**config.mk**
```make
export PLATFORM = sky130hd
export DESIGN_NAME = fsk_morse_beacon_keyer_top
export DESIGN_NICKNAME = d
export VERILOG_FILES = /design/src/hdl/fmbk_pkg.sv /design/src/hdl/fmbk_step.sv /design/src/hdl/fsk_morse_beacon_keyer_top.sv
export VERILOG_INCLUDE_DIRS = /design/src /design/src/hdl
export SDC_FILE = /design/constraint.sdc
export NUM_CORES = 1
export LEC_CHECK = 0
export ABC_AREA = 1
export BUFFER_PORTS_ARGS = -buffer_cell sky130_fd_sc_hd__buf_2
export CAP_MARGIN = 20
export CORE_MARGIN = 10
export CORE_UTILIZATION = 30
export CTS_CLUSTER_DIAMETER = 30
export DETAILED_ROUTE_END_ITERATION = 8
export PLACE_DENSITY_LB_ADDON = 0.15
export SKIP_LAST_GASP = 1
export SLEW_MARGIN = 20
export SYNTH_ARGS = -nofsm -noshare
export SYNTH_HDL_FRONTEND = slang
export SYNTH_SLANG_ARGS = --single-unit
```
**constraint.sdc**
```tcl
create_clock -name i_clk -period 8.3 [get_ports i_clk]
set_input_delay 1.66 -clock i_clk [delete_from_list [all_inputs] [get_ports i_clk]]
set_output_delay 1.66 -clock i_clk [all_outputs]
set_load 0.05 [all_outputs]
```
**src/hdl/fsk_morse_beacon_keyer_top_assert.svh**
```systemverilog
// Assertion macros for the FSK Morse beacon keyer top level.
// Each macro expands to one labeled concurrent assertion clocked by i_clk.
// Both macros expect i_clk and i_rst_n to be visible where they are used.
`ifndef FSK_MORSE_BEACON_KEYER_TOP_ASSERT_SVH
`define FSK_MORSE_BEACON_KEYER_TOP_ASSERT_SVH

// The consequent must hold in the same cycle as the antecedent.
`define FMBK_ASSERT_SAME(label, ante, cons, msg) \
    label: assert property (@(posedge i_clk) disable iff (!i_rst_n) \
        (ante) |-> (cons)) else $error(msg);

// The consequent must hold in the cycle after the antecedent.
`define FMBK_ASSERT_NEXT(label, ante, cons, msg) \
    label: assert property (@(posedge i_clk) disable iff (!i_rst_n) \
        (ante) |=> (cons)) else $error(msg);

`endif

```
**src/hdl/fmbk_pkg.sv**
```systemverilog
// Shared types, constants and helper functions for the FSK Morse beacon keyer.
// Used by fmbk_step and fsk_morse_beacon_keyer_top; depends on nothing else.
`timescale 1ns / 1ps

package fmbk_pkg;

    // Pattern geometry and tone grouping.
    localparam int MAX_SYMBOLS     = 32;
    localparam int TONES_PER_GROUP = 5;

    localparam int PAT_W   = 64;
    localparam int LEN_W   = 6;
    localparam int TPU_W   = 16;
    localparam int DLY_W   = 8;
    localparam int TONE_W  = 4;
    localparam int POS_W   = $clog2(MAX_SYMBOLS + 1);
    localparam int IDX_W   = $clog2(MAX_SYMBOLS);
    localparam int CNT_W   = $clog2(TONES_PER_GROUP);
    localparam int CFG_W   = 64;
    localparam int CIDX_W  = 2;
    localparam int DATA_W  = 8;

    // Reset values of the configuration registers.
    localparam logic [PAT_W-1:0] RST_PATTERN = '0;
    localparam logic [LEN_W-1:0] RST_LENGTH  = LEN_W'(21);
    localparam logic [TPU_W-1:0] RST_TPU     = TPU_W'(4482);
    localparam logic [DLY_W-1:0] RST_DELAY   = DLY_W'(20);

    // Configuration register indexes.
    localparam logic [CIDX_W-1:0] REG_PATTERN = CIDX_W'(0);
    localparam logic [CIDX_W-1:0] REG_LENGTH  = CIDX_W'(1);
    localparam logic [CIDX_W-1:0] REG_TPU     = CIDX_W'(2);
    localparam logic [CIDX_W-1:0] REG_DELAY   = CIDX_W'(3);

    // Symbol codes; the fourth code is sent as a dit.
    localparam logic [1:0] SYM_DIT = 2'd0;
    localparam logic [1:0] SYM_DAH = 2'd1;
    localparam logic [1:0] SYM_GAP = 2'd2;

    localparam logic [DLY_W-1:0] PAUSE_MAX = '1;

    typedef struct packed {
        logic [PAT_W-1:0] pattern_symbols;
        logic [LEN_W-1:0] pattern_length;
        logic [TPU_W-1:0] ticks_per_unit;
        logic [DLY_W-1:0] delay_units;
    } t_cfg;

    typedef struct packed {
        logic [TPU_W-1:0]  tick_count;
        logic [POS_W-1:0]  symbol_position;
        logic [CNT_W-1:0]  dit_count;
        logic [CNT_W-1:0]  dah_count;
        logic [TONE_W-1:0] loaded_tone;
        logic              key_state;
        logic              run_phase;
        logic [DLY_W-1:0]  pause_count;
    } t_state;

    typedef struct packed {
        logic              phase;
        logic              unit_strobe;
        logic              tone_load;
        logic [TONE_W-1:0] tone_index;
        logic              key_on;
    } t_result;

    // Picks the 2-bit symbol at a pattern position.
    function automatic logic [1:0] sym_at(input logic [PAT_W-1:0] pat,
                                          input logic [IDX_W-1:0] idx);
        return pat[2*idx +: 2];
    endfunction

endpackage

```
**src/hdl/fmbk_step.sv**
```systemverilog
// Next-state and result logic for one timer tick of the Morse beacon keyer.
// Purely combinational; depends on fmbk_pkg for types and constants.
`timescale 1ns / 1ps

module fmbk_step (
    input  fmbk_pkg::t_cfg    i_cfg,
    input  fmbk_pkg::t_state  i_state,
    input  logic              i_run,
    output fmbk_pkg::t_state  o_state,
    output fmbk_pkg::t_result o_result
);
    import fmbk_pkg::*;

    t_state            n_state;
    logic              w_unit;
    logic              w_load;
    logic              w_send;
    logic [POS_W-1:0]  w_lim;
    logic [DLY_W-1:0]  w_pause_inc;
    logic [1:0]        w_sym;
    logic [TONE_W-1:0] w_tone;

    // Effective pattern length, clipped to the symbol capacity.
    always_comb begin
        if (i_cfg.pattern_length > LEN_W'(MAX_SYMBOLS)) begin
            w_lim = POS_W'(MAX_SYMBOLS);
        end else begin
            w_lim = POS_W'(i_cfg.pattern_length);
        end
    end

    // Tick counter, pause handling and sending of one unit.
    always_comb begin
        n_state     = i_state;
        w_unit      = 1'b0;
        w_load      = 1'b0;
        w_send      = 1'b0;
        w_pause_inc = i_state.pause_count;
        w_sym       = SYM_DIT;
        w_tone      = '0;

        if (i_run) begin
            if (i_state.tick_count < i_cfg.ticks_per_unit) begin
                n_state.tick_count = i_state.tick_count + 1'b1;
            end else begin
                n_state.tick_count = '0;
                w_unit             = 1'b1;
            end
        end

        if (w_unit) begin
            w_send = 1'b1;
            if (i_state.run_phase) begin
                if (i_state.pause_count != PAUSE_MAX) begin
                    w_pause_inc = i_state.pause_count + 1'b1;
                end
                n_state.pause_count = w_pause_inc;
                if (w_pause_inc >= i_cfg.delay_units) begin
                    // Pause over: restart the pattern on this unit.
                    n_state.run_phase       = 1'b0;
                    n_state.pause_count     = '0;
                    n_state.symbol_position = '0;
                    n_state.dit_count       = '0;
                    n_state.dah_count       = '0;
                end else begin
                    w_send = 1'b0;
                end
            end
        end

        if (w_send) begin
            // A letter gap clears the counters and yields to the next symbol.
            if (n_state.symbol_position < w_lim &&
                sym_at(i_cfg.pattern_symbols, n_state.symbol_position[IDX_W-1:0]) == SYM_GAP)
            begin
                n_state.dit_count       = '0;
                n_state.dah_count       = '0;
                n_state.symbol_position = n_state.symbol_position + 1'b1;
            end
            if (n_state.symbol_position >= w_lim) begin
                n_state.key_state   = 1'b0;
                n_state.run_phase   = 1'b1;
                n_state.pause_count = '0;
            end else begin
                w_sym = sym_at(i_cfg.pattern_symbols, n_state.symbol_position[IDX_W-1:0]);
                if (w_sym == SYM_DAH) begin
                    w_tone = TONE_W'(TONES_PER_GROUP) + TONE_W'(n_state.dah_count);
                    if (n_state.dah_count < CNT_W'(TONES_PER_GROUP - 1)) begin
                        n_state.dah_count = n_state.dah_count + 1'b1;
                    end
                end else begin
                    w_tone = TONE_W'(n_state.dit_count);
                    if (n_state.dit_count < CNT_W'(TONES_PER_GROUP - 1)) begin
                        n_state.dit_count = n_state.dit_count + 1'b1;
                    end
                end
                n_state.symbol_position = n_state.symbol_position + 1'b1;
                n_state.key_state       = 1'b1;
                if (w_tone != n_state.loaded_tone) begin
                    n_state.loaded_tone = w_tone;
                    w_load              = 1'b1;
                end
            end
        end
    end

    // Result fields show the state after this tick.
    assign o_state              = n_state;
    assign o_result.key_on      = n_state.key_state;
    assign o_result.tone_index  = n_state.loaded_tone;
    assign o_result.tone_load   = w_load;
    assign o_result.unit_strobe = w_unit;
    assign o_result.phase       = n_state.run_phase;

endmodule

```
**src/hdl/fsk_morse_beacon_keyer_top.sv**
```systemverilog
// Top level of the multi-tone FSK Morse beacon keyer: config, pipeline.
// Depends on fmbk_pkg, fmbk_step and fsk_morse_beacon_keyer_top_assert.svh.
`timescale 1ns / 1ps
`include "fsk_morse_beacon_keyer_top_assert.svh"

// Usage:
// The slave stream carries one word per timer tick; bit 0 of tdata is run.
// Each accepted word produces exactly one result word on the master stream
// with key_on, tone_index, tone_load, unit_strobe and phase.
// The pipeline has an input register and a result register: a word accepted
// into the input register moves into the result register once it frees, and is offered there.
// Throughput is one word per clock while the receiver takes results, set by the
// single pass through the step logic between the two registers.
// When the receiver stalls, the result register holds its word and the input
// register can still take one more word; after that tready drops until the
// result is taken. No word is lost or repeated.
// Configuration registers are written through i_cfg_we, i_cfg_index and
// i_cfg_wdata while the streams are idle; the user must ensure this, the block does not enforce it.
// Reset (synchronous, active low) empties both registers, clears the keyer
// state and restores the configuration defaults: length 21, a unit every
// 4483 ticks (ticks_per_unit 4482), and a 20-unit pause.

module fsk_morse_beacon_keyer_top (
    input  logic                         i_clk,
    input  logic                         i_rst_n,
    // Slave stream. tdata: [0] run, [7:1] zero.
    input  logic                         i_s_axis_tvalid,
    output logic                         o_s_axis_tready,
    input  logic [fmbk_pkg::DATA_W-1:0]  i_s_axis_tdata,
    // Master stream. tdata: [0] key_on, [4:1] tone_index, [5] tone_load,
    // [6] unit_strobe, [7] phase.
    output logic                         o_m_axis_tvalid,
    input  logic                         i_m_axis_tready,
    output logic [fmbk_pkg::DATA_W-1:0]  o_m_axis_tdata,
    // Configuration write port.
    input  logic                         i_cfg_we,
    input  logic [fmbk_pkg::CIDX_W-1:0]  i_cfg_index,
    input  logic [fmbk_pkg::CFG_W-1:0]   i_cfg_wdata
);
    import fmbk_pkg::*;

    t_cfg    r_cfg;
    t_state  r_state;
    t_state  n_state;
    t_result n_result;
    t_result r_result;
    logic    r_in_valid;
    logic    r_in_run;
    logic    r_out_valid;
    logic    w_advance;
    logic    w_in_accept;

    // Handshake: the result register frees when empty or being taken.
    assign w_advance       = !r_out_valid || i_m_axis_tready;
    assign o_s_axis_tready = !r_in_valid || w_advance;
    assign w_in_accept     = i_s_axis_tvalid && o_s_axis_tready;

    // Configuration registers.
    always_ff @(posedge i_clk) begin
        if (!i_rst_n) begin
            r_cfg.pattern_symbols <= RST_PATTERN;
            r_cfg.pattern_length  <= RST_LENGTH;
            r_cfg.ticks_per_unit  <= RST_TPU;
            r_cfg.delay_units     <= RST_DELAY;
        end else if (i_cfg_we) begin
            case (i_cfg_index)
                REG_PATTERN: r_cfg.pattern_symbols <= i_cfg_wdata;
                REG_LENGTH:  r_cfg.pattern_length  <= i_cfg_wdata[LEN_W-1:0];
                REG_TPU:     r_cfg.ticks_per_unit  <= i_cfg_wdata[TPU_W-1:0];
                REG_DELAY:   r_cfg.delay_units     <= i_cfg_wdata[DLY_W-1:0];
                default: begin
                end
            endcase
        end
    end

    // Input register.
    always_ff @(posedge i_clk) begin
        if (!i_rst_n) begin
            r_in_valid <= 1'b0;
        end else if (w_in_accept) begin
            r_in_valid <= 1'b1;
        end else if (w_advance) begin
            r_in_valid <= 1'b0;
        end
        if (w_in_accept) begin
            r_in_run <= i_s_axis_tdata[0];
        end
    end

    // Step logic for the word in the input register.
    fmbk_step u_step (
        .i_cfg    (r_cfg),
        .i_state  (r_state),
        .i_run    (r_in_run),
        .o_state  (n_state),
        .o_result (n_result)
    );

    // Keyer state and result register advance together.
    always_ff @(posedge i_clk) begin
        if (!i_rst_n) begin
            r_state     <= '0;
            r_out_valid <= 1'b0;
        end else if (w_advance) begin
            r_out_valid <= r_in_valid;
            if (r_in_valid) begin
                r_state <= n_state;
            end
        end
        if (w_advance && r_in_valid) begin
            r_result <= n_result;
        end
    end

    assign o_m_axis_tvalid = r_out_valid;
    assign o_m_axis_tdata  = {r_result.phase, r_result.unit_strobe, r_result.tone_load,
                              r_result.tone_index, r_result.key_on};

    // A tone load only happens on a unit boundary.
    `FMBK_ASSERT_SAME(a_load_on_unit, r_out_valid && r_result.tone_load, r_result.unit_strobe, "tone load without unit strobe")
    // The key is never on during the pause.
    `FMBK_ASSERT_SAME(a_key_off_in_pause, r_out_valid && r_result.phase, !r_result.key_on, "key on while pausing")
    // Tone index stays within the two tone groups.
    `FMBK_ASSERT_SAME(a_tone_range, r_out_valid, r_result.tone_index <= TONE_W'(2 * TONES_PER_GROUP - 1), "tone index out of range")
    // A stalled result word stays pending.
    `FMBK_ASSERT_NEXT(a_stall_holds, r_out_valid && !i_m_axis_tready, r_out_valid && $stable(r_result), "result lost under stall")

endmodule

```
Word level (Yosys, flattened, before mapping):

Index checks and enable logic that the tools add are counted.

* flip-flop bits (word level): 147
* output and inout bits: 10
* word-level logic and storage cells: 93

* $add $sub $neg: 7
* order comparisons: 7
* equal/unequal tests: 7
* shifts and indexed selects: 2
* mux-type cells: 33
* bitwise gates (word level): 1
* reduce and logical (&&, ||, !) cells: 16

Operators with widths (count)
* 64-bit by 7-bit indexed part select with 2-bit output: 2
* 12-bit two-way mux: 5
* 9-bit two-way mux: 4
* 16-bit two-way mux: 2
* 26-bit two-way mux: 1
* 8-bit two-way mux: 3
* 16-bit by 1-bit adder with 16-bit output, second input constant: 1
* 16-bit < comparator: 1
* 4-bit two-way mux: 4
* 6-bit by 1-bit adder with 6-bit output, second input constant: 2
* 3-bit two-way mux: 4
* 2-bit AND reduction: 5
* 1-bit two-way mux: 9
* 8-bit by 1-bit adder with 8-bit output, second input constant: 1
* 8-bit greater-or-equal comparator: 1
* 8-bit inequality test, second input constant: 1
* 3-bit by 1-bit adder with 3-bit output, second input constant: 2
* 2-bit equality test, second input constant: 3
* 6-bit greater-or-equal comparator: 1
* 6-bit > comparator, second input constant: 1
* 3-bit < comparator, second input constant: 2
* 6-bit < comparator: 1
* 6-bit two-way mux: 1
* 3-bit by 3-bit adder with 4-bit output, first input constant: 1
* other kinds (10): 15

Longest topological paths before layout:

Gate-level depths: netlist (run 1).

* depth after elaboration: 22
* mapped depth: 46

By module:

A second synthesis (run 1) with hierarchy kept.

* cells, all modules: 1596
* area, all modules: 10053.4 sq um

By module, submodules not included
* fsk_morse_beacon_keyer_top: instances 1, cells an instance 896, area an instance 6336.1 sq um, sequential area each 3032.9 sq um
* fmbk_step: instances 1, cells an instance 700, area an instance 3717.3 sq um, sequential area each 0.0 sq um

Worst setup path before layout (run 1):

Ideal clock, no wire load.

* path type: flip-flop to flip-flop
* start: reg r_state[0] (netlist bit)
* end: reg r_result (netlist bit o_m_axis_tdata[4]), data pin
* setup time: 0.259 ns
* arrival: 5.775 ns
* required time: 8.041 ns
* path slack: 2.267 ns
* cell stages (with the launch flop): 42
* buffers on the path: 1
* clock period less this slack: 6.033 ns
* path through: dfxtp_1 -> ha_1 -> inv_1 -> nor4_1 -> inv_1 -> nor2_1 -> inv_1 -> nor2_1 -> inv_1 -> nand2_1 -> o21ai_0 -> ha_1 -> inv_1 -> o21bai_1 -> nand2_1 -> nand2_1 -> nand2_1 -> nand3_1 -> [6 not listed] -> ha_1 -> a21oi_1 -> o21ai_0 -> a21oi_4 -> nand3_4 -> nor2_2 -> nand3_1 -> xor2_1 -> inv_1 -> ha_1 -> nand2_1 -> inv_1 -> o211ai_1 -> nand3_1 -> nor2_1 -> inv_1 -> o21ai_0 -> inv_1

RTL lines
* from (decl): line fsk_morse_beacon_keyer_top.sv:43 `t_state r_state;`
* from (signal assigned): line fsk_morse_beacon_keyer_top.sv:108 `r_state <= n_state;`
* to (signal assigned): line fsk_morse_beacon_keyer_top.sv:112 `r_result <= n_result;`
* to (decl): line fsk_morse_beacon_keyer_top.sv:46 `t_result r_result;`

Final worst setup path (run 1):

* start: reg r_state[0] (netlist bit)
* end: reg r_state[25] (netlist bit)

* longest elaborated chain between the ends: 16
* elaborated cells on any way between the ends: 23
* classes of those cells: 3 x add/sub; 3 x order compare; 2 x eq/ne; 1 x shift; 13 x mux; 1 x reduce/logical

RTL lines
* 8-bit by 1-bit adder with 8-bit output / 8-bit inequality test (equally long branches): line fmbk_step.sv:55, fmbk_step.sv:54
* 8-bit two-way mux (*): line fmbk_step.sv:54 `if (i_state.pause_count != PAUSE_MAX) begin`
* 8-bit two-way mux (*): line fmbk_step.sv:53 `if (i_state.run_phase) begin`
* 8-bit two-way mux (*): line fmbk_step.sv:51 `if (w_unit) begin`
* 8-bit greater-or-equal comparator (*): line fmbk_step.sv:58 `if (w_pause_inc >= i_cfg.delay_units) begin`
* 12-bit two-way mux: line fmbk_step.sv:58
* 12-bit two-way mux: line fmbk_step.sv:53
* 12-bit two-way mux: line fmbk_step.sv:51
* 64-bit by 7-bit indexed part select with 2-bit output: line fmbk_pkg.sv:71 `return pat[2*idx +: 2];`
* 2-bit equality test: line fmbk_step.sv:74 `sym_at(i_cfg.pattern_symbols, n_state.symbol_position[IDX_W-1:0]) == SYM_GAP)`
* 1-bit logical AND: line fmbk_step.sv:73 `if (n_state.symbol_position < w_lim &&`
* 12-bit two-way mux: line fmbk_step.sv:73
* 12-bit two-way mux: line fmbk_step.sv:71 `if (w_send) begin`
* 6-bit by 1-bit adder with 6-bit output / 6-bit greater-or-equal comparator (equally long branches): line fmbk_step.sv:97, fmbk_step.sv:80
* 16-bit two-way mux: line fmbk_step.sv:80 `if (n_state.symbol_position >= w_lim) begin`
* 26-bit two-way mux (*): line fmbk_step.sv:71

Every way passes the cells marked *; elsewhere a longest branch is shown, timed or not. The select of a mux whose other input is x is not followed.
A chain may end at the register's enable or synchronous reset.

==> PnR_summary.wiki, run 1 <==
{| class="wikitable"
! Metric !! Value
|-
| Status || completed
|-
| Distinct cell type count of the synthesized netlist || 51
|-
| Total Die Area || 0.03449 mm2
|-
| Category of the worst setup path capture point || register
|-
| R2R Setup Slk || about 1 ns
|-
| Placeable Area || 0.02703 mm2
|-
| Number of top-level design ports || roughly 90
|-
| Height of the die || approximately 190 um
|-
| RR Endpoint || r_state[25]$_SDFFE_PN0P_
|-
| Max-slew violations || 0
|-
| Largest area contributor in the synthesized netlist || dfxtp_1
|-
| Fraction of the cycle the final worst path needs || between 80 and 90%
|-
| Wire length of the first global-routing pass || between 30000 and 40000 um
|-
| FF-to-FF path depth || 42
|-
| Gate count of the mapped netlist || between 1000 and 1500
|-
| Setup crit end || r_state[25]$_SDFFE_PN0P_
|-
| Congestion Overflow GR || 0
|-
| Clock Tree Buf Depth || 2
|-
| Required time at the worst-slack endpoint || around 8.6 ns
|-
| Total number of vias || between 7000 and 8000
|-
| Setup repair after global routing missed its margin || no
|-
| Iteration count of the initial detailed-routing pass || 5
|-
| Leading cell types by total area after synthesis || dfxtp_1, nand2_1, inv_1
|-
| Hold-fix buffers, CTS || 0
|-
| Critical path launch point || r_state[0]$_SDFFE_PN0P_
|-
| DRC errors left || 0
|-
| Number of warnings printed during yosys synthesis || 0
|-
| Fraction of layout cells with a size suffix above 1 || between 10% and 20%
|-
| Post-synthesis sequential element count || approximately 150
|-
| Avg Vias per Cell || approximately 4.7
|-
| Clock root buffer || clkbuf_16
|-
| Share of the core filled with cells in the final layout || between 30% and 40%
|-
| Post-synth design cell area || ~0.0082 mm2
|-
| Post-synth top area share || between 30% and 40%
|-
| Worst IR drop on VDD || 0.1258 mV
|-
| Number of design-rule violations left by the first detailed-router iteration || 379
|-
| Fill cell count || approximately 3000
|-
| Cell seen most often among critical-path stages || inv_1
|-
| Final std cells w/o fill || between 1500 and 2000
|-
| Number of enable-type register cells in the synthesized netlist || 9
|-
| CP bufs+invs || 10
|-
| Nets || roughly 1400
|-
| Via count of the first global-routing pass || 7404
|-
| Library cell contributing the largest single delay on the critical path || nor4_1
|-
| CTS Sinks || about 150
|-
| Number of port buffers || 81
|-
| Power per Cell Area || 184.6 mW/mm2
|-
| Total Routing Usage GR || about 14%
|-
| Number of antenna violations at the first check in global routing || 0
|-
| Number of hold violations in the final report || 0
|-
| Max Clock Skew || about 0.012 ns
|-
| Final Critical Period || 7.297 ns
|-
| Data arrival, critical path || about 7.6 ns
|-
| Average footprint of a synthesized cell || 6.959 um2
|-
| Postcts setup bufs || 0
|-
| Detailed placer's ending HPWL || ~17000 um
|-
| Routed wirelength normalized by instance count || 14.60 um
|-
| Relative slew slack || between 40% and 50%
|-
| Worst Max-Slew Pin Slew || around 0.89 ns
|-
| Number of placed instances with taps included || 1571
|-
| Number of cells on the critical path || 42
|-
| Classification of the worst-slack hold path || reg2reg
|-
| Clock-pin slew on the worst setup and hold paths || 0.07 ns
|-
| Width of the die || 185.7 um
|-
| CTS tree || done
|-
| Total leakage power || around 4.3 nW
|-
| Cell family contributing the most delay on the critical path || simple AND/OR/NAND/NOR gates
|-
| Highest net fanout along the worst path || 23
|-
| Synth Net Count || between 1000 and 1500
|-
| Prevailing post-synth register cell || dfxtp_1
|-
| Initial standard-cell utilization of the core || between 30% and 40%
|-
| Standard-cell rows || 60
|-
| H-tree depth || 4
|-
| Startpoint-to-endpoint class of the critical path || reg2reg
|-
| Most common cell after layout, fill and taps aside || nand2_1
|-
| Number of gates resized after cts || 0
|-
| Routability congestion estimate from global placement || approximately 0.8
|-
| Number of antenna diodes || 0
|-
| Largest incremental delay on the critical path || roughly 0.47 ns
|-
| Share of synthesized area occupied by flip-flops and latches || about 37%
|-
| Layout area overhead || 15.17%
|-
| Final WL || between 20000 and 25000 um
|-
| Launch point of the worst reg-to-reg path || r_state[0]$_SDFFE_PN0P_
|-
| Commonest cells after routing, fill and taps aside || nand2_1, inv_1, dfxtp_1
|-
| Largest net degree at the start of global routing || 77
|-
| Setup TNS Final || 0 ns
|-
| Share of synthesized flip-flops with an asynchronous set or reset || 0%
|-
| Peak Freq || roughly 140 MHz
|-
| MaxCap Viol Count || 0
|-
| Number of nets with antenna violations after routing || 0
|-
| Number of clock buffers inserted by TritonCTS || 17
|-
| Count of endpoints failing setup in the final report || 0
|-
| Clock latency at the later pin of the worst-skew pair || ~0.43 ns
|-
| Startpoint class of the critical path || register
|}
## cells in the mapped netlist, drive strengths merged (7+ instances only)
cell type    n
a21oi      107
nand2      200
nor2       138
nor4         7
dfxtp      138
clkbuf      32
nand4        7
buf          9
xor2        10
nand3      121
ha          41
inv        180
o211ai       9
edfxtp       9
nor3        19
o21ai      128
## logic make-up after synthesis
| family | Yosys count | share of synthesized area (%) |
|---|---|---|
| fa+ha+maj | 41 | 6.226 |
| compound gates | 259 | 16.74 |
| buf+inv | 222 | 10.74 |
| xor+xnor | 11 | 1.261 |
| simple gates | 504 | 28.23 |
| flops | 147 | 36.81 |
## stage by stage
stage                     power (mW)  setup WS [ns]  instance area [um2]  hold WS [ns]
after floorplan               0.9409          2.267                 8239        0.4292
after global placement         1.010          1.099                 8919        0.4531
after detailed placement       1.012          1.049                 8919        0.4560
after CTS                      1.779         0.9910                 9489        0.4682
after global routing           1.842         0.1789                 9489        0.4824
final                          1.752          1.003                 9489        0.4663
## worst reg2reg max path, delay by kind of cell, from the launching register on
kind,cells,cell delay (ns)
AOI/OAI and AO/OA,9,1.16
xor gates and xnor gates,1,0.34
adders and majority gates,4,1.07
buffers and inverters,10,1.02
DFF,1,0.38
and+or+nand+nor,18,3.19
## report_power, final
part	total, mW	switching [mW]	internal (mW)
clock	0.758	0.332	0.426
combinational	0.234	0.159	0.0756
sequential	0.760	0.0159	0.744
## state kept, by name, indices dropped and copies added, names as in the netlist
signal           flops
r_state             42
r_cfg               94
r_in_valid           1
o_m_axis_tdata       8
o_m_axis_tvalid      1
r_in_run             1
## how the worst min path moves through the flow
stage,from,end,slack [ns],depth (start not counted)
3_3_place_gp,r_state[2]$_SDFFE_PN0P_,r_state[2]$_SDFFE_PN0P_,0.45,2
2_1_floorplan,r_cfg[26]$_SDFFE_PN1P_,r_cfg[26]$_SDFFE_PN1P_,0.43,2
4_1_cts,r_cfg[14]$_SDFFE_PN0P_,r_cfg[14]$_SDFFE_PN0P_,0.47,2
5_1_grt,r_cfg[12]$_SDFFE_PN0P_,r_cfg[12]$_SDFFE_PN0P_,0.48,2
6_report,r_cfg[14]$_SDFFE_PN0P_,r_cfg[14]$_SDFFE_PN0P_,0.47,2
3_5_place_dp,r_cfg[14]$_SDFFE_PN0P_,r_cfg[14]$_SDFFE_PN0P_,0.46,2
## final cells by class
| type | instances | area (um2) | area share, % |
|---|---|---|---|
| inverter | 181 | 679.4 | 7.160 |
| tap | 341 | 426.7 | 4.496 |
| timing repair buffer | 87 | 450.4 | 4.747 |
| sequential | 147 | 3033 | 31.96 |
| multi-input combinational | 815 | 4329 | 45.62 |
| clock inverter | 13 | 127.6 | 1.345 |
| clock buffer | 19 | 442.9 | 4.668 |
## routing by layer
layer  share of wire (%)  routed length [um]  global-route usage [%]
met1                  50               11650                   18.29
met2                  46               10710                   23.13
met4                 1.0                 238                   3.547
met3                 3.4                 805                   2.496
met5                   0                   0                       0
(Power assumes the default switching activity.)
==> run 2: changes to the inputs <==
--- a/config.mk
+++ b/config.mk
@@ -6,7 +6,6 @@
 export SDC_FILE = /design/constraint.sdc
 export NUM_CORES = 1
 export LEC_CHECK = 0
-export ABC_AREA = 1
 export BUFFER_PORTS_ARGS = -buffer_cell sky130_fd_sc_hd__buf_2
 export CAP_MARGIN = 20
 export CORE_MARGIN = 10
==> PnR_summary.wiki, run 2 <==
{| class="wikitable"
! Metric !! Value
|-
| CTS tree || done
|-
| Routability congestion estimate from global placement || between 0.8 and 0.9
|-
| Height of the die || approximately 190 um
|-
| Largest net degree at the start of global routing || between 60 and 70
|-
| Post-Layout Inst Area || 0.009736 mm2
|-
| Share of synthesized flip-flops with an asynchronous set or reset || 0%
|-
| Clock Tree Buf Depth || 2
|-
| Hold EP || r_cfg[23]$_SDFFE_PN0P_
|-
| Prevailing post-synth register cell || dfxtp_1
|-
| Final WL || around 24000 um
|-
| Initial standard-cell utilization of the core || 30.29%
|-
| Post-synth top area share || between 30% and 40%
|-
| Fraction of layout cells with a size suffix above 1 || 15.12%
|-
| Total leakage power || around 3.8 nW
|-
| Number of antenna diodes || 0
|-
| Wire length of the first global-routing pass || between 30000 and 40000 um
|-
| Highest net fanout along the worst path || 8
|-
| Average footprint of a synthesized cell || a little under 8 um2
|-
| Startpoint class of the critical path || register
|-
| Max-slew violations || 0
|-
| Most frequent cell after synthesis || nand2_1
|-
| Startpoint-to-endpoint class of the critical path || reg2reg
|-
| Worst hold slack across all endpoints || approximately 0.45 ns
|-
| Width of the die || ~190 um
|-
| Clock-pin slew on the worst setup and hold paths || 0.06 ns
|-
| Total number of vias || approximately 7500
|-
| Number of warnings printed during yosys synthesis || 0
|-
| Placed cell areas || slightly above 0.009 mm2
|-
| Leading cell types by total area after synthesis || dfxtp_1, nand2_1, a21oi_1
|-
| Via count of the first global-routing pass || 7470
|-
| Largest incremental delay on the critical path || 0.54 ns
|-
| Setup TNS Final || 0 ns
|-
| Routed wirelength normalized by instance count || ~16 um
|-
| Detailed placer's ending HPWL || around 17000 um
|-
| Max Clock Skew || 0.01183 ns
|-
| Synth Net Count || 1187
|-
| Share of synthesized area occupied by flip-flops and latches || 36.14%
|-
| Commonest cells after routing, fill and taps aside || nand2_1, dfxtp_1, a21oi_1
|-
| Share of the core filled with cells in the final layout || between 30% and 40%
|-
| Setup repair after global routing missed its margin || no
|-
| Number of top-level design ports || between 80 and 90
|-
| Total Routing Usage GR || around 14%
|-
| Postcts setup bufs || 0
|-
| FF-to-FF path depth || 31
|-
| R2R Setup Slk || roughly 0.91 ns
|-
| Congestion Overflow GR || 0
|-
| Final std cells w/o fill || approximately 1500
|-
| Worst IR drop on VDD || ~0.09 mV
|-
| Cell seen most often among critical-path stages || ha_1
|-
| CTS Sinks || approximately 150
|-
| Total Die Area || between 0.03 and 0.04 mm2
|-
| Nets || between 1000 and 1500
|-
| Register name with the most flops || r_cfg
|-
| Launch point of the worst reg-to-reg path || r_state[0]$_SDFFE_PN0P_
|-
| Number of gates resized after cts || 0
|-
| Total power of the final layout || 1.678 mW
|-
| Clock root buffer || clkbuf_16
|-
| Most numerous cell types in the synthesized netlist || nand2_1, dfxtp_1, a21oi_1
|-
| Post-Place Worst Slack || 0.9458 ns
|-
| Required time at the worst-slack endpoint || ~8.6 ns
|-
| Number of clock buffers inserted by TritonCTS || 17
|-
| Number of enable-type register cells in the synthesized netlist || 9
|-
| Power per Cell Area || 172.4 mW/mm2
|-
| Library cell contributing the largest single delay on the critical path || or4_4
|-
| H-tree depth || 4
|-
| Post-synth design cell area || roughly 0.0084 mm2
|-
| Relative slew slack || between 30 and 40%
|-
| Post-synthesis sequential element count || about 150
|-
| Largest area contributor in the synthesized netlist || dfxtp_1
|-
| Classification of the worst-slack hold path || reg2reg
|-
| Peak Freq || roughly 140 MHz
|-
| DRC errors left || 0
|-
| Fraction of the cycle the final worst path needs || between 80% and 90%
|-
| Clock latency at the later pin of the worst-skew pair || about 0.43 ns
|-
| Worst Max-Slew Pin Slew || around 0.94 ns
|-
| Final Critical Period || 7.395 ns
|-
| Layout area overhead || 16.01%
|-
| Most common cell after layout, fill and taps aside || nand2_1
|-
| Standard-cell rows || between 60 and 70
|-
| Category of the worst setup path capture point || register
|-
| Distinct cell type count of the synthesized netlist || 88
|-
| Number of design-rule violations left by the first detailed-router iteration || about 430
|-
| Hold wc startpoint || r_cfg[23]$_SDFFE_PN0P_
|-
| Number of instances on the worst hold path || 2
|-
| Post-route setup slack || between 0.9 and 1 ns
|-
| MaxCap Viol Count || 0
|-
| Count of endpoints failing setup in the final report || 0
|-
| RR Endpoint || r_state[25]$_SDFFE_PN0P_
|-
| Number of antenna violations at the first check in global routing || 1
|-
| Status || completed
|-
| Number of hold violations in the final report || 0
|-
| Number of nets with antenna violations after routing || 0
|-
| Hold-fix buffers, CTS || 0
|-
| Data arrival, critical path || between 7 and 8 ns
|-
| Avg Vias per Cell || approximately 5
|-
| Max reg flops || 94
|-
| Number of port buffers || 81
|-
| Number of placed instances with taps included || roughly 1500
|-
| Iteration count of the initial detailed-routing pass || 5
|-
| Placeable Area || roughly 0.028 mm2
|-
| Gate count of the mapped netlist || roughly 1100
|}
## run 2: cell types whose count changed after synthesis, sizes merged, moves of 20 or more
| cell | change |
|---|---|
| nand2 | +41 |
| nand3 | -95 |
| nor2 | -75 |
| a21oi | +22 |
| nand2b | +20 |
| inv | -130 |
| o21ai | -83 |
## run 2: cells by family (layout without fill, tap and decap cells)
group	count (synthesis)	in the layout	synth area share, %
xor+xnor	31	31	3.325
simple gates	458	458	26.30
compound gates	257	257	18.94
fa+ha+maj	41	41	6.113
mux	27	27	3.772
buf+inv	106	183	5.412
flops	147	147	36.14
## run 2: area by class of cell
class / count / area, um2
sequential: 147 / 3033
timing repair buffer: 99 / 540.5
clock buffer: 21 / 450.4
inverter: 52 / 201.4
multi-input combinational: 814 / 4910
fill: 3016 / 17970
clock inverter: 11 / 127.6
tap: 378 / 473.0
## run 2: worst max path at each step
stage | startpoint | end | slack, ns
after floorplan | r_state[0]$_SDFFE_PN0P_ | r_state[25]$_SDFFE_PN0P_ | 1.65
after global placement | r_state[0]$_SDFFE_PN0P_ | r_state[25]$_SDFFE_PN0P_ | 0.86
after detailed placement | r_state[0]$_SDFFE_PN0P_ | r_state[25]$_SDFFE_PN0P_ | 0.95
after CTS | r_state[0]$_SDFFE_PN0P_ | r_state[25]$_SDFFE_PN0P_ | 0.86
after global routing | r_state[0]$_SDFFE_PN0P_ | r_state[22]$_SDFFE_PN0P_ | 0.31
final | r_state[0]$_SDFFE_PN0P_ | r_state[25]$_SDFFE_PN0P_ | 0.91
## run 2: where the power goes
part | switching [mW] | total [mW] | internal, mW | leakage, nW
registers | 0.0117 | 0.743 | 0.732 | 1.20
clock network | 0.316 | 0.769 | 0.453 | 0.271
logic | 0.106 | 0.166 | 0.0600 | 2.28
## run 2: layer usage
layer  wire [um]  GRT usage [%]  share of wire (%)  vias to the layer above
met4         269          3.598                1.1                        2
met1       12130          18.12                 50                     3510
li1            -              -                  -                     3852
met3         779          2.946                3.2                       13
met5          13              0              0.054                        -
met2       10840          21.54                 45                       93
## run 2: worst max-delay path, delay by kind of cell (launching register included)
kind | cells | cell delay, ns
simple gates | 14 | 2.98
compound gates | 8 | 1.89
fa+ha+maj | 4 | 1.09
flops | 1 | 0.41
xor+xnor | 2 | 0.39
buf+inv | 2 | 0.37
mux | 1 | 0.13
